**config.mk**
```make
export PLATFORM = sky130hd
export DESIGN_NAME = sensor_edge_event_history
export DESIGN_NICKNAME = d
export VERILOG_FILES = /design/src/hw/rtl/seeh_pkg.sv /design/src/hw/rtl/sensor_edge_event_history.sv /design/src/hw/rtl/seeh_front.sv /design/src/hw/rtl/seeh_queue.sv /design/src/hw/rtl/seeh_back.sv
export SDC_FILE = /design/constraint.sdc
export NUM_CORES = 1
export LEC_CHECK = 0
export BUFFER_PORTS_ARGS = -buffer_cell sky130_fd_sc_hd__buf_2
export CORE_MARGIN = 5
export CORE_UTILIZATION = 61
export CTS_CLUSTER_SIZE = 30
export DETAILED_ROUTE_END_ITERATION = 8
export GPL_TIMING_DRIVEN = 0
export MAX_ROUTING_LAYER = met4
export PLACE_DENSITY = 0.78
export SLEW_MARGIN = 0
export SYNTH_ARGS = -nofsm -noshare
export SYNTH_HDL_FRONTEND = slang
export SYNTH_SLANG_ARGS = --single-unit
```
**constraint.sdc**
```tcl
create_clock -name i_clk -period 4 [get_ports i_clk]
set_input_delay 0.8 -clock i_clk [delete_from_list [all_inputs] [get_ports i_clk]]
set_output_delay 0.8 -clock i_clk [all_outputs]
set_load 0.05 [all_outputs]
```
**src/hw/rtl/seeh_pkg.sv**
```systemverilog
`timescale 1ns / 1ps
// ----------------------------------------------------------------------------
// seeh_pkg
// shared types and constants of the sensor edge event history block
// ----------------------------------------------------------------------------
package seeh_pkg;

    localparam int SENSORS_PER_BANK = 16;
    localparam int QUEUE_DEPTH      = 4;
    localparam int QUEUE_AW         = 2;

    // operation codes of an input transaction
    localparam logic OP_WORD = 1'b0;
    localparam logic OP_READ = 1'b1;

    // command handed from the front end to the back end
    typedef struct packed {
        logic                        is_read;
        logic [2:0]                  bank;
        logic [SENSORS_PER_BANK-1:0] rose;
        logic [3:0]                  index;
    } t_cmd;

endpackage

```
**src/hw/rtl/sensor_edge_event_history.sv**
```systemverilog
`timescale 1ns / 1ps
// ----------------------------------------------------------------------------
// sensor_edge_event_history
// rising edge detector over sensor banks with a most-recent event history
// ----------------------------------------------------------------------------
// A bank word (operation 0) is compared with the last level of its bank; every
// sensor that rose becomes one result transaction, lowest word bit first
// (sensor position 15 down to 0), and is pushed to the front of the history.
// is_last marks the final event of a word; words without an edge, and words
// for a bank at or above BANK_COUNT, give no result. A read (operation 1)
// gives exactly one result: history entry history_index (0 = most recent) and
// its valid mark, or 0 / invalid for an empty or out-of-range entry. The
// front end takes a transaction whenever the four-entry command queue has
// room; the back end takes a command in its idle state, then emits one edge
// event per cycle while the result channel is not stalled, or for a read
// passes through a read state (history memory has a registered read port)
// and a read output state. The history is a circular buffer with a fill
// count, so reset needs no clearing pass.
module sensor_edge_event_history #(
    parameter int BANK_COUNT    = 5,
    parameter int HISTORY_DEPTH = 16
) (
    input  logic        i_clk,
    input  logic        i_rst_n,
    // input channel
    input  logic        i_valid,
    output logic        o_ready,
    input  logic        i_operation,
    input  logic [2:0]  i_bank,
    input  logic [15:0] i_bank_word,
    input  logic [3:0]  i_history_index,
    // result channel
    output logic        o_valid,
    input  logic        i_ready,
    output logic [6:0]  o_sensor_number,
    output logic        o_entry_valid,
    output logic        o_is_last
);

    logic           accept;
    logic           push;
    seeh_pkg::t_cmd front_cmd;
    logic           q_full;
    logic           q_valid;
    logic           q_pop;
    seeh_pkg::t_cmd q_cmd;

    // input transaction completes whenever the queue has room
    assign o_ready = !q_full;
    assign accept  = i_valid && o_ready;

    // front end: level store and edge detection
    seeh_front #(
        .BANK_COUNT (BANK_COUNT)
    ) u_front (
        .i_clk           (i_clk),
        .i_rst_n         (i_rst_n),
        .i_accept        (accept),
        .i_operation     (i_operation),
        .i_bank          (i_bank),
        .i_bank_word     (i_bank_word),
        .i_history_index (i_history_index),
        .o_push          (push),
        .o_cmd           (front_cmd)
    );

    // decoupling queue
    seeh_queue u_queue (
        .i_clk   (i_clk),
        .i_rst_n (i_rst_n),
        .i_push  (push),
        .i_cmd   (front_cmd),
        .o_full  (q_full),
        .i_pop   (q_pop),
        .o_valid (q_valid),
        .o_cmd   (q_cmd)
    );

    // back end: event emission, history buffer, reads
    seeh_back #(
        .HISTORY_DEPTH (HISTORY_DEPTH)
    ) u_back (
        .i_clk           (i_clk),
        .i_rst_n         (i_rst_n),
        .i_q_valid       (q_valid),
        .i_q_cmd         (q_cmd),
        .o_q_pop         (q_pop),
        .o_valid         (o_valid),
        .i_ready         (i_ready),
        .o_sensor_number (o_sensor_number),
        .o_entry_valid   (o_entry_valid),
        .o_is_last       (o_is_last)
    );

endmodule

```
**src/hw/rtl/seeh_front.sv**
```systemverilog
`timescale 1ns / 1ps
// ----------------------------------------------------------------------------
// seeh_front
// accepts transactions, keeps sensor levels and finds rising edges
// ----------------------------------------------------------------------------
module seeh_front #(
    parameter int BANK_COUNT = 5
) (
    input  logic                i_clk,
    input  logic                i_rst_n,
    input  logic                i_accept,
    input  logic                i_operation,
    input  logic [2:0]          i_bank,
    input  logic [15:0]         i_bank_word,
    input  logic [3:0]          i_history_index,
    output logic                o_push,
    output seeh_pkg::t_cmd      o_cmd
);

    localparam int BW = (BANK_COUNT > 1) ? $clog2(BANK_COUNT) : 1;

    logic [15:0] r_levels [BANK_COUNT];
    logic [4:0]  bank_ext;
    logic        bank_ok;
    logic [15:0] prev;
    logic [15:0] rose;

    assign bank_ext = {2'b00, i_bank};
    assign bank_ok  = bank_ext < 5'(BANK_COUNT);
    assign prev     = bank_ok ? r_levels[bank_ext[BW-1:0]] : 16'h0000;
    assign rose     = i_bank_word & ~prev;

    always_comb begin
        o_cmd.is_read = (i_operation == seeh_pkg::OP_READ);
        o_cmd.bank    = i_bank;
        o_cmd.rose    = rose;
        o_cmd.index   = i_history_index;
        // words without an edge or from a missing bank make no command
        o_push = i_accept && ((i_operation == seeh_pkg::OP_READ)
                 || (bank_ok && (rose != 16'h0000)));
    end

    always_ff @(posedge i_clk) begin
        if (!i_rst_n) begin
            for (int b = 0; b < BANK_COUNT; b++) begin
                r_levels[b] <= 16'h0000;
            end
        end else if (i_accept && (i_operation == seeh_pkg::OP_WORD) && bank_ok) begin
            r_levels[bank_ext[BW-1:0]] <= i_bank_word;
        end
    end

endmodule

```
**src/hw/rtl/seeh_queue.sv**
```systemverilog
`timescale 1ns / 1ps
// ----------------------------------------------------------------------------
// seeh_queue
// short command queue between front end and back end
// ----------------------------------------------------------------------------
module seeh_queue (
    input  logic           i_clk,
    input  logic           i_rst_n,
    input  logic           i_push,
    input  seeh_pkg::t_cmd i_cmd,
    output logic           o_full,
    input  logic           i_pop,
    output logic           o_valid,
    output seeh_pkg::t_cmd o_cmd
);

    seeh_pkg::t_cmd                r_slots [seeh_pkg::QUEUE_DEPTH];
    logic [seeh_pkg::QUEUE_AW-1:0] r_wr;
    logic [seeh_pkg::QUEUE_AW-1:0] r_rd;
    logic [seeh_pkg::QUEUE_AW:0]   r_count;
    logic                          do_push;
    logic                          do_pop;

    assign o_full  = (r_count == (seeh_pkg::QUEUE_AW + 1)'(seeh_pkg::QUEUE_DEPTH));
    assign o_valid = (r_count != '0);
    assign o_cmd   = r_slots[r_rd];
    assign do_push = i_push && !o_full;
    assign do_pop  = i_pop && o_valid;

    always_ff @(posedge i_clk) begin
        if (!i_rst_n) begin
            r_wr    <= '0;
            r_rd    <= '0;
            r_count <= '0;
        end else begin
            if (do_push) begin
                r_wr <= r_wr + 1'b1;
            end
            if (do_pop) begin
                r_rd <= r_rd + 1'b1;
            end
            if (do_push && !do_pop) begin
                r_count <= r_count + 1'b1;
            end else if (do_pop && !do_push) begin
                r_count <= r_count - 1'b1;
            end
        end
    end

    always_ff @(posedge i_clk) begin
        if (do_push) begin
            r_slots[r_wr] <= i_cmd;
        end
    end

endmodule

```
**src/hw/rtl/seeh_back.sv**
```systemverilog
`timescale 1ns / 1ps
// ----------------------------------------------------------------------------
// seeh_back
// emits edge events one per cycle unless the result channel stalls, keeps the history, serves reads
// ----------------------------------------------------------------------------
module seeh_back #(
    parameter int HISTORY_DEPTH = 16
) (
    input  logic           i_clk,
    input  logic           i_rst_n,
    input  logic           i_q_valid,
    input  seeh_pkg::t_cmd i_q_cmd,
    output logic           o_q_pop,
    output logic           o_valid,
    input  logic           i_ready,
    output logic [6:0]     o_sensor_number,
    output logic           o_entry_valid,
    output logic           o_is_last
);

    localparam int AW = (HISTORY_DEPTH > 1) ? $clog2(HISTORY_DEPTH) : 1;
    localparam int CW = $clog2(HISTORY_DEPTH + 1);
    localparam int SW = ((AW > 4) ? AW : 4) + 2;

    typedef enum logic [1:0] {
        S_IDLE,
        S_SCAN,
        S_READ,
        S_READ_OUT
    } t_state;

    t_state         r_state;
    seeh_pkg::t_cmd r_cmd;
    logic [AW-1:0]  r_wp;
    logic [CW-1:0]  r_count;
    logic [6:0]     r_hist [HISTORY_DEPTH];
    logic [6:0]     r_rd_data;
    logic           r_rd_hit;
    logic           r_out_valid;
    logic [6:0]     r_out_number;
    logic           r_out_entry;
    logic           r_out_last;

    logic           out_free;
    logic [3:0]     low_bit;
    logic [15:0]    rest;
    logic [6:0]     event_number;
    logic           do_emit;
    logic [SW-1:0]  idx_e;
    logic [SW-1:0]  wp_e;
    logic [SW-1:0]  addr_e;
    logic           hit;

    assign out_free = !r_out_valid || i_ready;
    assign o_q_pop  = (r_state == S_IDLE) && i_q_valid;
    assign do_emit  = (r_state == S_SCAN) && out_free;

    // lowest pending edge bit is the next sensor in scan order
    always_comb begin
        low_bit = 4'd0;
        for (int b = seeh_pkg::SENSORS_PER_BANK - 1; b >= 0; b--) begin
            if (r_cmd.rose[b]) begin
                low_bit = 4'(b);
            end
        end
    end

    assign rest         = r_cmd.rose & (r_cmd.rose - 16'd1);
    assign event_number = {r_cmd.bank, ~low_bit};

    // entry i sits i + 1 places behind the write pointer
    always_comb begin
        idx_e = SW'(r_cmd.index);
        wp_e  = SW'(r_wp);
        hit   = idx_e < SW'(r_count);
        if (idx_e < wp_e) begin
            addr_e = wp_e - idx_e - SW'(1);
        end else begin
            addr_e = wp_e + SW'(HISTORY_DEPTH) - idx_e - SW'(1);
        end
    end

    always_ff @(posedge i_clk) begin
        if (do_emit) begin
            r_hist[r_wp] <= event_number;
        end
        if (r_state == S_READ) begin
            r_rd_data <= r_hist[addr_e[AW-1:0]];
        end
    end

    always_ff @(posedge i_clk) begin
        if (!i_rst_n) begin
            r_state     <= S_IDLE;
            r_wp        <= '0;
            r_count     <= '0;
            r_out_valid <= 1'b0;
        end else begin
            if (i_ready) begin
                r_out_valid <= 1'b0;
            end
            case (r_state)
                S_IDLE: begin
                    if (i_q_valid) begin
                        r_cmd   <= i_q_cmd;
                        r_state <= i_q_cmd.is_read ? S_READ : S_SCAN;
                    end
                end
                S_SCAN: begin
                    if (out_free) begin
                        r_out_valid  <= 1'b1;
                        r_out_number <= event_number;
                        r_out_entry  <= 1'b1;
                        r_out_last   <= (rest == 16'h0000);
                        r_cmd.rose   <= rest;
                        r_wp <= (r_wp == AW'(HISTORY_DEPTH - 1)) ? '0 : r_wp + 1'b1;
                        if (r_count != CW'(HISTORY_DEPTH)) begin
                            r_count <= r_count + 1'b1;
                        end
                        if (rest == 16'h0000) begin
                            r_state <= S_IDLE;
                        end
                    end
                end
                S_READ: begin
                    r_rd_hit <= hit;
                    r_state  <= S_READ_OUT;
                end
                S_READ_OUT: begin
                    if (out_free) begin
                        r_out_valid  <= 1'b1;
                        r_out_number <= r_rd_hit ? r_rd_data : 7'd0;
                        r_out_entry  <= r_rd_hit;
                        r_out_last   <= 1'b1;
                        r_state      <= S_IDLE;
                    end
                end
                default: begin
                    r_state <= S_IDLE;
                end
            endcase
        end
    end

    assign o_valid         = r_out_valid;
    assign o_sensor_number = r_out_number;
    assign o_entry_valid   = r_out_entry;
    assign o_is_last       = r_out_last;

endmodule

```
# Word-level counts from Yosys, hierarchy flattened
# Memories as Yosys holds them, arrays and structs flattened. A register that Yosys moved wholly into a read port is not among the register bits.
# Cells that the tools add are included.
[op_classes] n_mux=55 n_bitwise=5 eq_ne=10 magnitude_cmp=3 reduce_logical=33 add_sub_neg=12
[ops] operator="$mux 4" n=18
[ops] operator="$mux 16" n=3
[ops] operator="$and 16x16->16" n=2
[ops] operator="$pmux 16 s2" n=1
[ops] operator="$mux 7" n=3
[ops] operator="$mux 20" n=1
[ops] operator="$logic_not 16->1" n=1
[ops] operator="$not 16->16" n=1
[ops] operator="$reduce_bool 16->1" n=1
[ops] operator="$reduce_or 16->1" n=1
[ops] operator="$sub 16x1->16 const B" n=1
[ops] operator="$mux 1" n=15
[ops] operator="$mux 2" n=7
[ops] operator="$pmux 7 s2" n=1
[ops] operator="$reduce_and 4->1" n=3
[ops] operator="$logic_and 1x1->1" n=11
[ops] operator="$mux 3" n=3
[ops] operator="$add 4x1->4 const B" n=2
[ops] operator="$pmux 2 s4" n=1
[ops] operator="$sub 4x1->4 const B" n=2
[ops] operator="$sub 4x4->4" n=2
[ops] operator="$ne 2x1->1 const B" n=3
[ops] operator="$reduce_and 3->1" n=2
[ops] operator="$reduce_bool 2->1" n=3
[ops] operator="22 further kinds" n=30
[word_totals] out_inout_bits=11 ram_bits=288 register_bits=52 mem_count=3
[memory_table] name="u_back.r_hist" words=16 word_bits=7 read_ports=1 rd_ports_with_merged_regs=1 wr=1 line_no="seeh_back.sv:36" text="logic [6:0] r_hist [HISTORY_DEPTH];"
[memory_table] name="u_queue.r_slots" words=4 word_bits=24 read_ports=1 rd_ports_with_merged_regs=1 wr=1 line_no="seeh_queue.sv:17" text="seeh_pkg::t_cmd r_slots [seeh_pkg::QUEUE_DEPTH];"
[memory_table] name="u_front.r_levels" words=5 word_bits=16 read_ports=1 rd_ports_with_merged_regs=0 wr=5 line_no="seeh_front.sv:22" text="logic [15:0] r_levels [BANK_COUNT];"

# Longest topological paths before layout
# Gate-level depths: netlist of run 1.
[logic_depth] ltp_word=19 depth_mapped=14 mapped_depth_nobuf=12

# Hierarchy
# From an unflattened synthesis of run 1, not the netlist that was laid out.
[hier_totals] hier_cells=930 hier_area_um2=14864.3
[by_module_without_submodules] mod="seeh_back" cells_each=459 n_inst=1 area_each_um2=7006.7
[by_module_without_submodules] mod="seeh_queue" cells_each=174 n_inst=1 area_each_um2=3973.8
[by_module_without_submodules] mod="seeh_front" cells_each=295 n_inst=1 area_each_um2=3873.7
[by_module_without_submodules] mod="sensor_edge_event_history" cells_each=2 n_inst=1 area_each_um2=10.0

# Least setup slack after synthesis of run 1
# No wires, ideal clock.
[synth_timing] path_type="input port to flip-flop" startpoint="input port i_bank[0]" endpoint="register u_queue.r_count[2] (netlist bit)" arrival_time_ns=3.381 path_slack_ns=0.544 n_path_buf=1 required_time_ns=3.924 stages=13 cell_sequence="buf_2 and3b_1 a22o_1 a211oi_1 nor4_1 nand3_1 o21ba_2 ha_1 inv_1 fa_1 xor2_1 or3_1 a21boi_0"
[synth_rtl] item="start, declared" line_no="sensor_edge_event_history.sv:29" text="input logic [2:0] i_bank,"
[synth_rtl] item="end signal, assigned" line_no="seeh_queue.sv:43" text="r_count <= r_count + 1'b1;"
[synth_rtl] item="end signal, assigned" line_no="seeh_queue.sv:45" text="r_count <= r_count - 1'b1;"
[synth_rtl] item="end, declared" line_no="seeh_queue.sv:20" text="logic [seeh_pkg::QUEUE_AW:0] r_count;"

==> key figures, run 1 <==
Logic synthesis
  • Sequential share of the synthesized area: 0.694
  • Most frequent cell after synthesis: edfxtp_1
  • Largest area contributor in the netlist: edfxtp_1
  • Synthesized net count: 972
  • Syn_area_per_cell: 16.0 um2
  • Commonest cells in the netlist: edfxtp_1 (328), and2_1 (110), mux4_2 (52)
  • Syn Inst Count: 925
  • Top cells by area, synth: edfxtp_1 (67%), mux4_2 (7.9%), and2_1 (4.6%), dfxtp_1 (2.8%), mux2i_1 (2.2%)
  • Netlist Area Pre-Place: 14800 um2
  • Ys flop type: edfxtp_1
  • Synth cell types: 67
  • EDFF count, synth: 328
  • Seq cells post-synth: 349
  • Asr flop ratio synth: 0
  • Synth top area share: 0.665
  • Synth warnings: 0

Worst hold path
  • Worst hold-check path type: input pin to register

Critical path
  • CP peak stage delay: 430 ps
  • Critical Path RT: 4440 ps
  • Crit path kind: input pin to register
  • Crit end category: register
  • CP max FO: 10
  • CP Launch Type: input pin
  • Slowest stage cell, crit path: fa_1
  • Worst Path Arrival: 4280 ps
  • Cell Chain, Critical Path: buf_2 -> buf_2 -> buf_2 -> inv_1 -> nand3_1 -> o2111a_1 -> nor4_1 -> nand3_1 -> o21ba_2 -> ha_1 -> inv_1 -> fa_1 -> xor2_1 -> or3_1 -> a21boi_0
  • Most used cell, CP: buf_2

Final layout
  • Layout Cells excl Fill: 1355
  • Area grow syn2layout: 12.2%
  • Filler cells: 1627
  • Finished Core Util: 0.689
  • N_diodes: 0
  • Post-route cell area: approximately 17000 um2
  • Nets: 1050
  • Fraction of layout cells with a size suffix above 1: 0.173

STA
  • Final Hold Vio Count: 0
  • Final WS setup: approximately 160 ps
  • Final setup vio count: 0
  • RSZ-0062 raised after global routing: no
  • F_max: roughly 260 MHz
  • Final min period: 3840 ps
  • Final period utilization: 0.959
  • Final slew viol count: 0
  • Final setup skew: 18.7 ps
  • Max-slew headroom: 0.135
  • Slew @ Worst Pin: 1300 ps

GRT
  • First-pass GRT wire length: around 47000 um
  • Number of global-route vias before repair: 8444
  • Largest net degree at the start of global routing: 25
  • GR Util All Layers: 0.223
  • Gr ovfl total: 0
  • Initial antenna violation count: 0

Floorplan
  • Die height: 166 um
  • Rows: 57
  • Starting Density: 0.614
  • I/O pins: 39
  • Die area: between 20000 and 30000 um2
  • Die Wd: 166 um
  • Core Box Area: 24100 um2

Power and ir drop
  • Combinational Power Share: 0.241
  • Sw frac: 0.291
  • Leak: 5.68 nW
  • Total power: 10.6 mW
  • Int Pwr: 7.53 mW
  • Power Density: 640 nW/um2
  • Clock Power Share: 0.301
  • Maximum vdd ir drop: 373 uV
  • NetSw: approximately 3.1 mW
  • Sequential share of power: 0.458

Clock network
  • Post-CTS Setup Bufs: 0
  • CTS root buf: clkbuf_16
  • Total CTS buffers: 36
  • H-Tree Depth: 2
  • Clock Latency Late Sink: approximately 520 ps
  • Clk sinks: 349
  • Clk slew on worst S/H paths: 60 ps
  • CTS Buffer Depth: 3
  • CTS tree: done
  • # hold bufs at CTS: 0

Route
  • Via Count: 8202
  • Vias per inst: 6.05
  • Final wirelength: 29500 um
  • Routed len/inst: 21.8 um
  • Residual DRC: 0
  • Antenna-violating nets left: 0
  • DR iter-0 viols: 640
  • First-pass DRT Iterations: 5

Placement
  • Port bufs: 38
  • Placer Congestion: 0.866
  • DPL Wire Length: between 15000 and 20000 um
  • Dpl ws: -681 ps
  • Dpl cell area: 15400 um2
  • Placed Cells: 1289

Status
  • Status: complete, no violations

Run
  • Maximum Capacitance Violations: 0
state kept, by name (all words and copies together), names as in the netlist, 2 cells and up, named ones only:
signal                  cells
u_back.r_state              2
u_front.r_levels           80
u_back.r_rd_data            7
u_queue.r_slots            96
u_back.r_cmd               16
u_back.event_number         3
u_queue.r_count             3
u_queue.r_wr                2
u_back.r_hist             112
u_back.r_count              5
u_back.r_wp                 4
u_back.o_sensor_number      7
u_queue.r_rd                2
u_back.idx_e                4
cells by family (layout without fill, tap and decap cells):
family | after synthesis | count (layout) | share of synthesized area
AND/OR/NAND/NOR | 256 | 256 | 0.100
AO/OA/AOI/OAI | 133 | 133 | 0.0595
flip-flops | 349 | 349 | 0.694
multiplexers | 88 | 88 | 0.104
adder cells (fa/ha/maj) | 20 | 20 | 0.0178
buffers and inverters | 66 | 172 | 0.0174
XOR/XNOR | 13 | 13 | 0.00769
critical path: cells and delay by family:
kind,cells,cell delay (ps)
xor+xnor,1,160
simple gates,4,810
fa+ha+maj,2,610
compound gates,3,770
buf+inv,5,1100
cell usage in the layout, fill, tap and decap left out, drive strengths merged, types with 4 or more instances in the layout:
master,count
ha,17
a211oi,12
dfxtp,21
a21boi,4
mux2i,33
nand2b,13
buf,53
clkinv,14
a32o,9
nor2,16
nor3b,4
nand3b,11
nand3,4
xnor2,10
o21ai,43
inv,26
nor4,6
and2,110
mux4,52
and3,6
edfxtp,328
clkbuf,76
a21oi,29
nand2,50
nor3,8
nor2b,17
power by group through the flow:
| stage | registers [mW] | logic, mW | clock network [mW] |
|---|---|---|---|
| after detailed placement | 4.94 | 2.54 | 0 |
| after CTS | 4.87 | 2.58 | 3.23 |
| final | 4.87 | 2.56 | 3.20 |
| after floorplan | 4.91 | 1.82 | 0 |
| after global placement | 4.92 | 2.47 | 0 |
| after global routing | 4.91 | 2.80 | 3.42 |
worst paths after layout:
path	slack (ps)	end	from	cells past startpoint
max	160	u_queue.r_count[2]$_SDFFE_PN0P_	i_bank[2]	15
min	500	u_queue.r_slots[2][3]$_DFFE_PP_	i_history_index[3]	1
max reg2reg	580	u_back.r_rd_data[3]$_DFFE_PP_	u_back.idx_e[0]$_DFFE_PP_	8
min reg2reg	540	u_queue.r_count[2]$_SDFFE_PN0P_	u_queue.r_count[2]$_SDFFE_PN0P_	2
cell type report:
cell class | instances | area, um2 | share of cell area
flip-flops and latches | 349 | 10300 | 0.618
multi-input cells | 510 | 4330 | 0.260
clock buffers | 48 | 987 | 0.0594
well taps | 324 | 405 | 0.0244
repair buffers | 40 | 216 | 0.0130
plain buffers | 41 | 165 | 0.00994
clock inverters | 18 | 146 | 0.00881
inverters | 25 | 93.8 | 0.00565
what timing repair did:
action | 4_1_cts | 5_1_grt
resized for setup | 2 | 8
pin swaps | 0 | 0
setup endpoints to repair | 97 | 73
gates cloned | 0 | 0
through the flow:
step | TNS, ps | hold WS [ps]
after floorplan | 0 | 478
after global placement | -68850 | 494
after detailed placement | -63110 | 526
after CTS | 0 | 485
after global routing | 0 | 486
final | 0 | 501
per-layer routing:
metal | global-route usage | wire length (um) | up-vias | part of all wire
li1 | - | - | 3725 | -
met1 | 0.290 | 11700 | 4108 | 0.40
met2 | 0.370 | 15200 | 302 | 0.51
met3 | 0.0352 | 1800 | 67 | 0.061
met4 | 0.0671 | 834 | 0 | 0.028
met5 | - | 0 | - | 0
Power figures use the tool's default switching activity.
==> run 2, diff against run 1 <==
--- a/config.mk
+++ b/config.mk
@@ -5,15 +5,16 @@
 export SDC_FILE = /design/constraint.sdc
 export NUM_CORES = 1
 export LEC_CHECK = 0
-export BUFFER_PORTS_ARGS = -buffer_cell sky130_fd_sc_hd__buf_2
 export CORE_MARGIN = 5
-export CORE_UTILIZATION = 61
+export CORE_UTILIZATION = 63
 export CTS_CLUSTER_SIZE = 30
 export DETAILED_ROUTE_END_ITERATION = 8
+export DONT_BUFFER_PORTS = 1
 export GPL_TIMING_DRIVEN = 0
 export MAX_ROUTING_LAYER = met4
-export PLACE_DENSITY = 0.78
+export PLACE_DENSITY = 0.79
 export SLEW_MARGIN = 0
 export SYNTH_ARGS = -nofsm -noshare
 export SYNTH_HDL_FRONTEND = slang
+export SYNTH_HIERARCHICAL = 1
 export SYNTH_SLANG_ARGS = --single-unit
==> run 2 against run 1 <==
Maximum frequency grew 1.4%. Largest cell class unchanged. Register-to-register slack worse by 150 ps. Wire length is 2.7% higher. Synthesized cell count rose by 0.54%. Die area is 2.6% lower. Highest routed layer unchanged. Hold slack worse by 60 ps. Non-clock buffer count down 24.
==> key figures, run 2 <==
STA
  • Final setup vio count: 0
  • Final period utilization: 0.946
  • Final slew viol count: 0
  • Final Hold Vio Count: 0
  • Slew @ Worst Pin: 1180 ps
  • Sum Neg Setup Slack: 0 ps
  • Final min period: 3780 ps
  • F_max: 264 MHz
  • Max-slew headroom: 0.204
  • RSZ-0062 raised after global routing: no
  • Final setup skew: around 27 ps
  • Final WS setup: 218 ps

Logic synthesis
  • Synthesized net count: between 900 and 1000
  • Commonest cells in the netlist: edfxtp_1 (328), and2_1 (77), mux4_2 (52)
  • Most frequent cell after synthesis: edfxtp_1
  • Synth top area share: 0.663
  • Netlist Area Pre-Place: 14900 um2
  • EDFF count, synth: approximately 330
  • Largest area contributor in the netlist: edfxtp_1
  • Syn Inst Count: 930
  • Synth cell types: 70
  • Ys flop type: edfxtp_1
  • Syn_area_per_cell: ~16 um2
  • Sequential share of the synthesized area: 0.691
  • Synth warnings: 6
  • Asr flop ratio synth: 0
  • Seq cells post-synth: 349
  • Top cells by area, synth: edfxtp_1 (66%), mux4_2 (7.9%), and2_1 (3.2%), dfxtp_1 (2.8%), mux2i_1 (1.8%)

Clock network
  • CTS tree: done
  • H-Tree Depth: 2
  • Clock Latency Late Sink: 520 ps
  • Post-CTS Setup Bufs: 0
  • Clk slew on worst S/H paths: 60 ps
  • Total CTS buffers: 36
  • # hold bufs at CTS: 0
  • Clk sinks: 349
  • CTS Buffer Depth: 3
  • CTS root buf: clkbuf_16

Critical path
  • Worst Path Arrival: ~4200 ps
  • CP max FO: 10
  • Worst reg-to-reg setup slack: between 400 and 500 ps
  • Delay-heaviest family, CP: buffers and inverters
  • Crit end category: register
  • CP peak stage delay: 510 ps
  • Slowest stage cell, crit path: a21oi_1
  • Crit path kind: input pin to register
  • Most used cell, CP: buf_2
  • Cell Chain, Critical Path: buf_4 -> buf_2 -> buf_2 -> o21ai_0 -> a21oi_1 -> nor4_1 -> a41oi_1 -> nor2b_1 -> buf_2 -> ha_1 -> inv_1 -> fa_1 -> xor2_1 -> or3_1 -> a21boi_1
  • Critical Path RT: roughly 4400 ps
  • Buffer and inverter count on the worst path: 5
  • CP Launch Type: input pin

Power and ir drop
  • Leak: 5.62 nW
  • Maximum vdd ir drop: approximately 360 uV
  • Power Density: 647 nW/um2

GRT
  • Gr ovfl total: 0
  • M1 GR Usage: 0.331
  • Number of global-route vias before repair: 8297
  • Initial antenna violation count: 1
  • First-pass GRT wire length: around 47000 um
  • Met3 Usage GRT: 0.0442
  • GRT busiest layer: met2
  • Met2 Use GR: 0.374
  • GR Util All Layers: 0.238
  • Largest net degree at the start of global routing: 25

Route
  • Antenna-violating nets left: 0
  • DR iter-0 viols: around 900
  • Final wirelength: 30300 um
  • Vias per inst: 6.26
  • Via Count: 8239
  • Residual DRC: 0
  • First-pass DRT Iterations: 5
  • Routed len/inst: 23.0 um

Final layout
  • Nets: 1019
  • Commonest non-fill, non-tap cell in the layout: edfxtp_1
  • Biggest register: u_back/r_hist
  • Fraction of layout cells with a size suffix above 1: 0.168
  • Largest regs: u_back/r_hist (112), u_queue/r_slots (96), u_front/r_levels (80)
  • Largest register FFs: 112
  • Filler cells: 1442
  • Commonest cells after routing, fill and taps aside: edfxtp_1 (328), and2_1 (73), mux4_2 (52)
  • Area grow syn2layout: 10.9%
  • Layout Cells excl Fill: 1317

Placement
  • Placer Congestion: 0.922
  • Placed Cells: 1253
  • Dpl ws: -489 ps
  • Port bufs: 0
  • DPL Wire Length: between 15000 and 20000 um

Floorplan
  • Core Box Area: 23300 um2
  • Die Wd: 164 um
  • Rows: 56
  • Starting Density: 0.637
  • Die height: between 150 and 200 um
  • Die area: about 27000 um2
  • I/O pins: 39

Status
  • Status: complete, no violations

Worst hold path
  • Worst hold-check path type: input pin to register

Run
  • Maximum Capacitance Violations: 0
## run 2: kinds of logic (layout without fill, tap and decap cells)
kind of cell               after synthesis  in the layout  synth area share
DFF                                    349            349             0.691
and+or+nand+nor                        258            258            0.0974
muxes                                   84             84             0.101
buffers and inverters                   74            141            0.0260
other                                    0              1                 0
AOI/OAI and AO/OA                      132            132            0.0596
xor gates and xnor gates                14             14           0.00825
adders and majority gates               19             19            0.0170
## run 2: per-layer routing
metal / vias to the layer above / part of all wire
li1: 3668 / -
met2: 414 / 0.48
met3: 55 / 0.081
met5: - / 0
met4: 0 / 0.021
met1: 4102 / 0.41
## run 2: metrics by stage
step	total power, mW	cell area (um2)	utilization	hold slack (ps)
after floorplan	6.76	14900	-	468
after global placement	7.37	15300	0.654	486
after detailed placement	7.47	15300	0.656	501
after CTS	10.7	16500	0.705	425
after global routing	11.1	16500	0.706	443
final	10.7	16500	0.706	442
## run 2: worst paths after layout
check	depth (start not counted)	startpoint	endpoint
max	15	i_bank[0]	u_queue/r_count[2]$_SDFFE_PN0P_
min	1	i_rst_n	u_back/o_valid$_SDFF_PN0_
min reg2reg	2	u_queue/r_wr[1]$_SDFFE_PN0P_	u_queue/r_wr[1]$_SDFFE_PN0P_
max reg2reg	7	u_back/r_wp[0]$_SDFFE_PN0P_	u_back/r_rd_data[2]$_DFFE_PP_
## run 2: final cells by class
class | instances | area [um2] | area share
Clock buffer | 43 | 927 | 0.0563
Tap cell | 319 | 399 | 0.0242
Antenna cell | 1 | 2.50 | 0.000152
Buffer | 53 | 308 | 0.0187
Inverter | 21 | 78.8 | 0.00478
Multi-Input combinational cell | 507 | 4250 | 0.258
Timing Repair Buffer | 4 | 37.5 | 0.00228
Clock inverter | 20 | 210 | 0.0128
Sequential cell | 349 | 10300 | 0.623
## run 2: repair_timing
item                                    CTS  global route
resized for setup                         0             6
endpoints found under the setup margin    0            97
endpoints found under the hold margin     0             0
## run 2: power breakdown
group          switching, mW  internal, mW  leakage, nW
Clock                   1.30          1.92        0.559
Combinational           1.46          1.03         1.84
Sequential             0.345          4.61         3.21
Total                   3.11          7.56         5.62
## run 2: worst register-to-register path: cells and delay by family, from the launching register on
kind	cells	cell delay, ps
buffers and inverters	2	1110
adders and majority gates	2	750
AOI/OAI and AO/OA	2	620
muxes	1	420
DFF	1	380
==> run 3, diff against run 2 <==
--- a/config.mk
+++ b/config.mk
@@ -11,7 +11,6 @@
 export DETAILED_ROUTE_END_ITERATION = 8
 export DONT_BUFFER_PORTS = 1
 export GPL_TIMING_DRIVEN = 0
-export MAX_ROUTING_LAYER = met4
 export PLACE_DENSITY = 0.79
 export SLEW_MARGIN = 0
 export SYNTH_ARGS = -nofsm -noshare
==> run 3 against run 2 <==
Count of clock-buffer cells in the layout is the same. Cell area hardly changed. Clock power hardly changed. Total power decreased by 0.12%.
==> key figures, run 3 (same netlist as run 2, synthesis figures left out) <==
Power and ir drop
  • Leak: 5.62 nW
  • Maximum vdd ir drop: 357 uV
  • Total power: 10.7 mW
  • Power Density: roughly 650 nW/um2

GRT
  • Number of global-route vias before repair: 8316
  • Initial antenna violation count: 1
  • Largest net degree at the start of global routing: 25
  • Gr ovfl total: 0
  • First-pass GRT wire length: 46900 um
  • GR Util All Layers: 0.231

Run
  • Maximum Capacitance Violations: 0

Placement
  • Port bufs: 0
  • DPL Wire Length: a little under 20000 um
  • Placer Congestion: 0.907

STA
  • RSZ-0062 raised after global routing: no
  • Final Hold Vio Count: 0
  • Final setup vio count: 0
  • Final min period: 3800 ps
  • Slew @ Worst Pin: 1190 ps
  • Final period utilization: 0.951
  • F_max: 263 MHz
  • Sum Neg Setup Slack: 0 ps
  • Final setup skew: 28.0 ps
  • Max-slew headroom: 0.204
  • Final slew viol count: 0

Status
  • Status: complete, no violations

Route
  • Residual DRC: 0
  • Final wirelength: roughly 30000 um
  • Vias per inst: around 6.3
  • Via Count: 8227
  • Routed len/inst: 23.0 um
  • DR iter-0 viols: 962
  • Antenna-violating nets left: 0
  • First-pass DRT Iterations: 5

Critical path
  • CP max FO: 10
  • Worst reg-to-reg setup slack: 430 ps
  • Cells on worst reg2reg path: 7
  • Reg2reg start: u_back/r_wp[0]$_SDFFE_PN0P_
  • Crit end category: register
  • R2r endpoint: u_back/r_rd_data[2]$_DFFE_PP_
  • Critical Path RT: ~4400 ps
  • Crit path kind: input pin to register
  • CP Launch Type: input pin
  • Worst Path Arrival: 4230 ps

Clock network
  • # hold bufs at CTS: 0
  • CTS tree: done
  • Total CTS buffers: 36
  • CTS Buffer Depth: 3
  • H-Tree Depth: 2
  • Clk slew on worst S/H paths: 60 ps
  • Post-CTS Setup Bufs: 0
  • Clock Latency Late Sink: 520 ps
  • CTS root buf: clkbuf_16
  • Clk sinks: around 350

Floorplan
  • Starting Density: 0.637
  • I/O pins: 39
  • Die Wd: 164 um
  • Rows: 56
  • Die height: around 160 um
  • Core Box Area: 23300 um2
  • Die area: 26800 um2

Final layout
  • Area grow syn2layout: 10.9%
  • Nets: 1019
  • Fraction of layout cells with a size suffix above 1: 0.168
  • Biggest register: u_back/r_hist
  • Commonest cells after routing, fill and taps aside: edfxtp_1 (328), and2_1 (73), mux4_2 (52)
  • Largest regs: u_back/r_hist (112), u_queue/r_slots (96), u_front/r_levels (80)
  • N_diodes: 0
  • Filler cells: 1442
  • Commonest non-fill, non-tap cell in the layout: edfxtp_1
  • Largest register FFs: around 110

Worst hold path
  • Hold depth: 1
  • Hold Crit Start: i_rst_n
  • Hold endpoint: u_back/o_valid$_SDFF_PN0_
  • Worst hold-check path type: input pin to register
-- run 3: changes by cell type in the layout (fill, tap and decap cells not counted) --
cell / before / now
diode_2: 1 / 0
-- run 3: repair_timing --
item	4_1_cts	5_1_grt
setup endpoints to repair	0	97
gates resized for setup	0	6
hold endpoints to repair	0	0
-- run 3: stage by stage --
step / cells / area [um2] / utilization / hold slack, ps / worst slack [ps]
CTS: 1316 / 16500 / 0.705 / 425 / 11.8
global route: 1316 / 16500 / 0.706 / 443 / 33.6
detailed placement: 1253 / 15300 / 0.656 / 501 / -489
global placement: 1249 / 15300 / 0.654 / 486 / -558
finish: 1316 / 16500 / 0.706 / 442 / 197
floorplan: 930 / 14900 / - / 468 / 327
-- run 3: report_power, final --
| part | switching [mW] | internal, mW |
|---|---|---|
| sequential | 0.344 | 4.61 |
| clock | 1.30 | 1.92 |
| combinational | 1.45 | 1.03 |
| total | 3.10 | 7.56 |
-- run 3: worst max-delay path, cell delays in order --
cell and delay [ps]:
buf_4 170, buf_2 300, buf_2 310, o21ai_0 160, a21oi_1 510, nor4_1 110, a41oi_1 230, nor2b_1 200
buf_2 220, ha_1 200, inv_1 60, fa_1 370, xor2_1 160, or3_1 300, a21boi_1 130
-- run 3: worst max path at each step --
stage	startpoint	end	cells after the start
after floorplan	i_bank[0]	u_queue/r_count[2]$_SDFFE_PN0P_	16
after global placement	i_bank[1]	u_front/r_levels[1][2]$_SDFFCE_PN0P_	4
after detailed placement	i_bank[0]	u_queue/r_slots[2][21]$_DFFE_PP_	11
after CTS	i_bank[0]	u_queue/r_slots[2][20]$_DFFE_PP_	11
after global routing	i_bank[0]	u_queue/r_count[2]$_SDFFE_PN0P_	15
final	i_bank[0]	u_queue/r_count[2]$_SDFFE_PN0P_	15
-- run 3: layout make-up --
type                       count  area, um2  area share
sequential                   349      10300       0.623
multi-input combinational    507       4250       0.258
clock buffer                  43        927      0.0563
tap                          319        399      0.0242
buffer                        53        308      0.0187
clock inverter                20        210      0.0128
inverter                      21       78.8     0.00478
timing repair buffer           4       37.5     0.00228
-- run 3: metal layers --
layer / track usage / part of all wire / vias up / wire [um]
met5: 0 / 0.00043 / - / 13
met4: 0.0572 / 0.021 / 2 / 647
met3: 0.0439 / 0.076 / 59 / 2280
met2: 0.374 / 0.49 / 360 / 14700
met1: 0.331 / 0.42 / 4133 / 12600
li1: - / - / 3673 / -
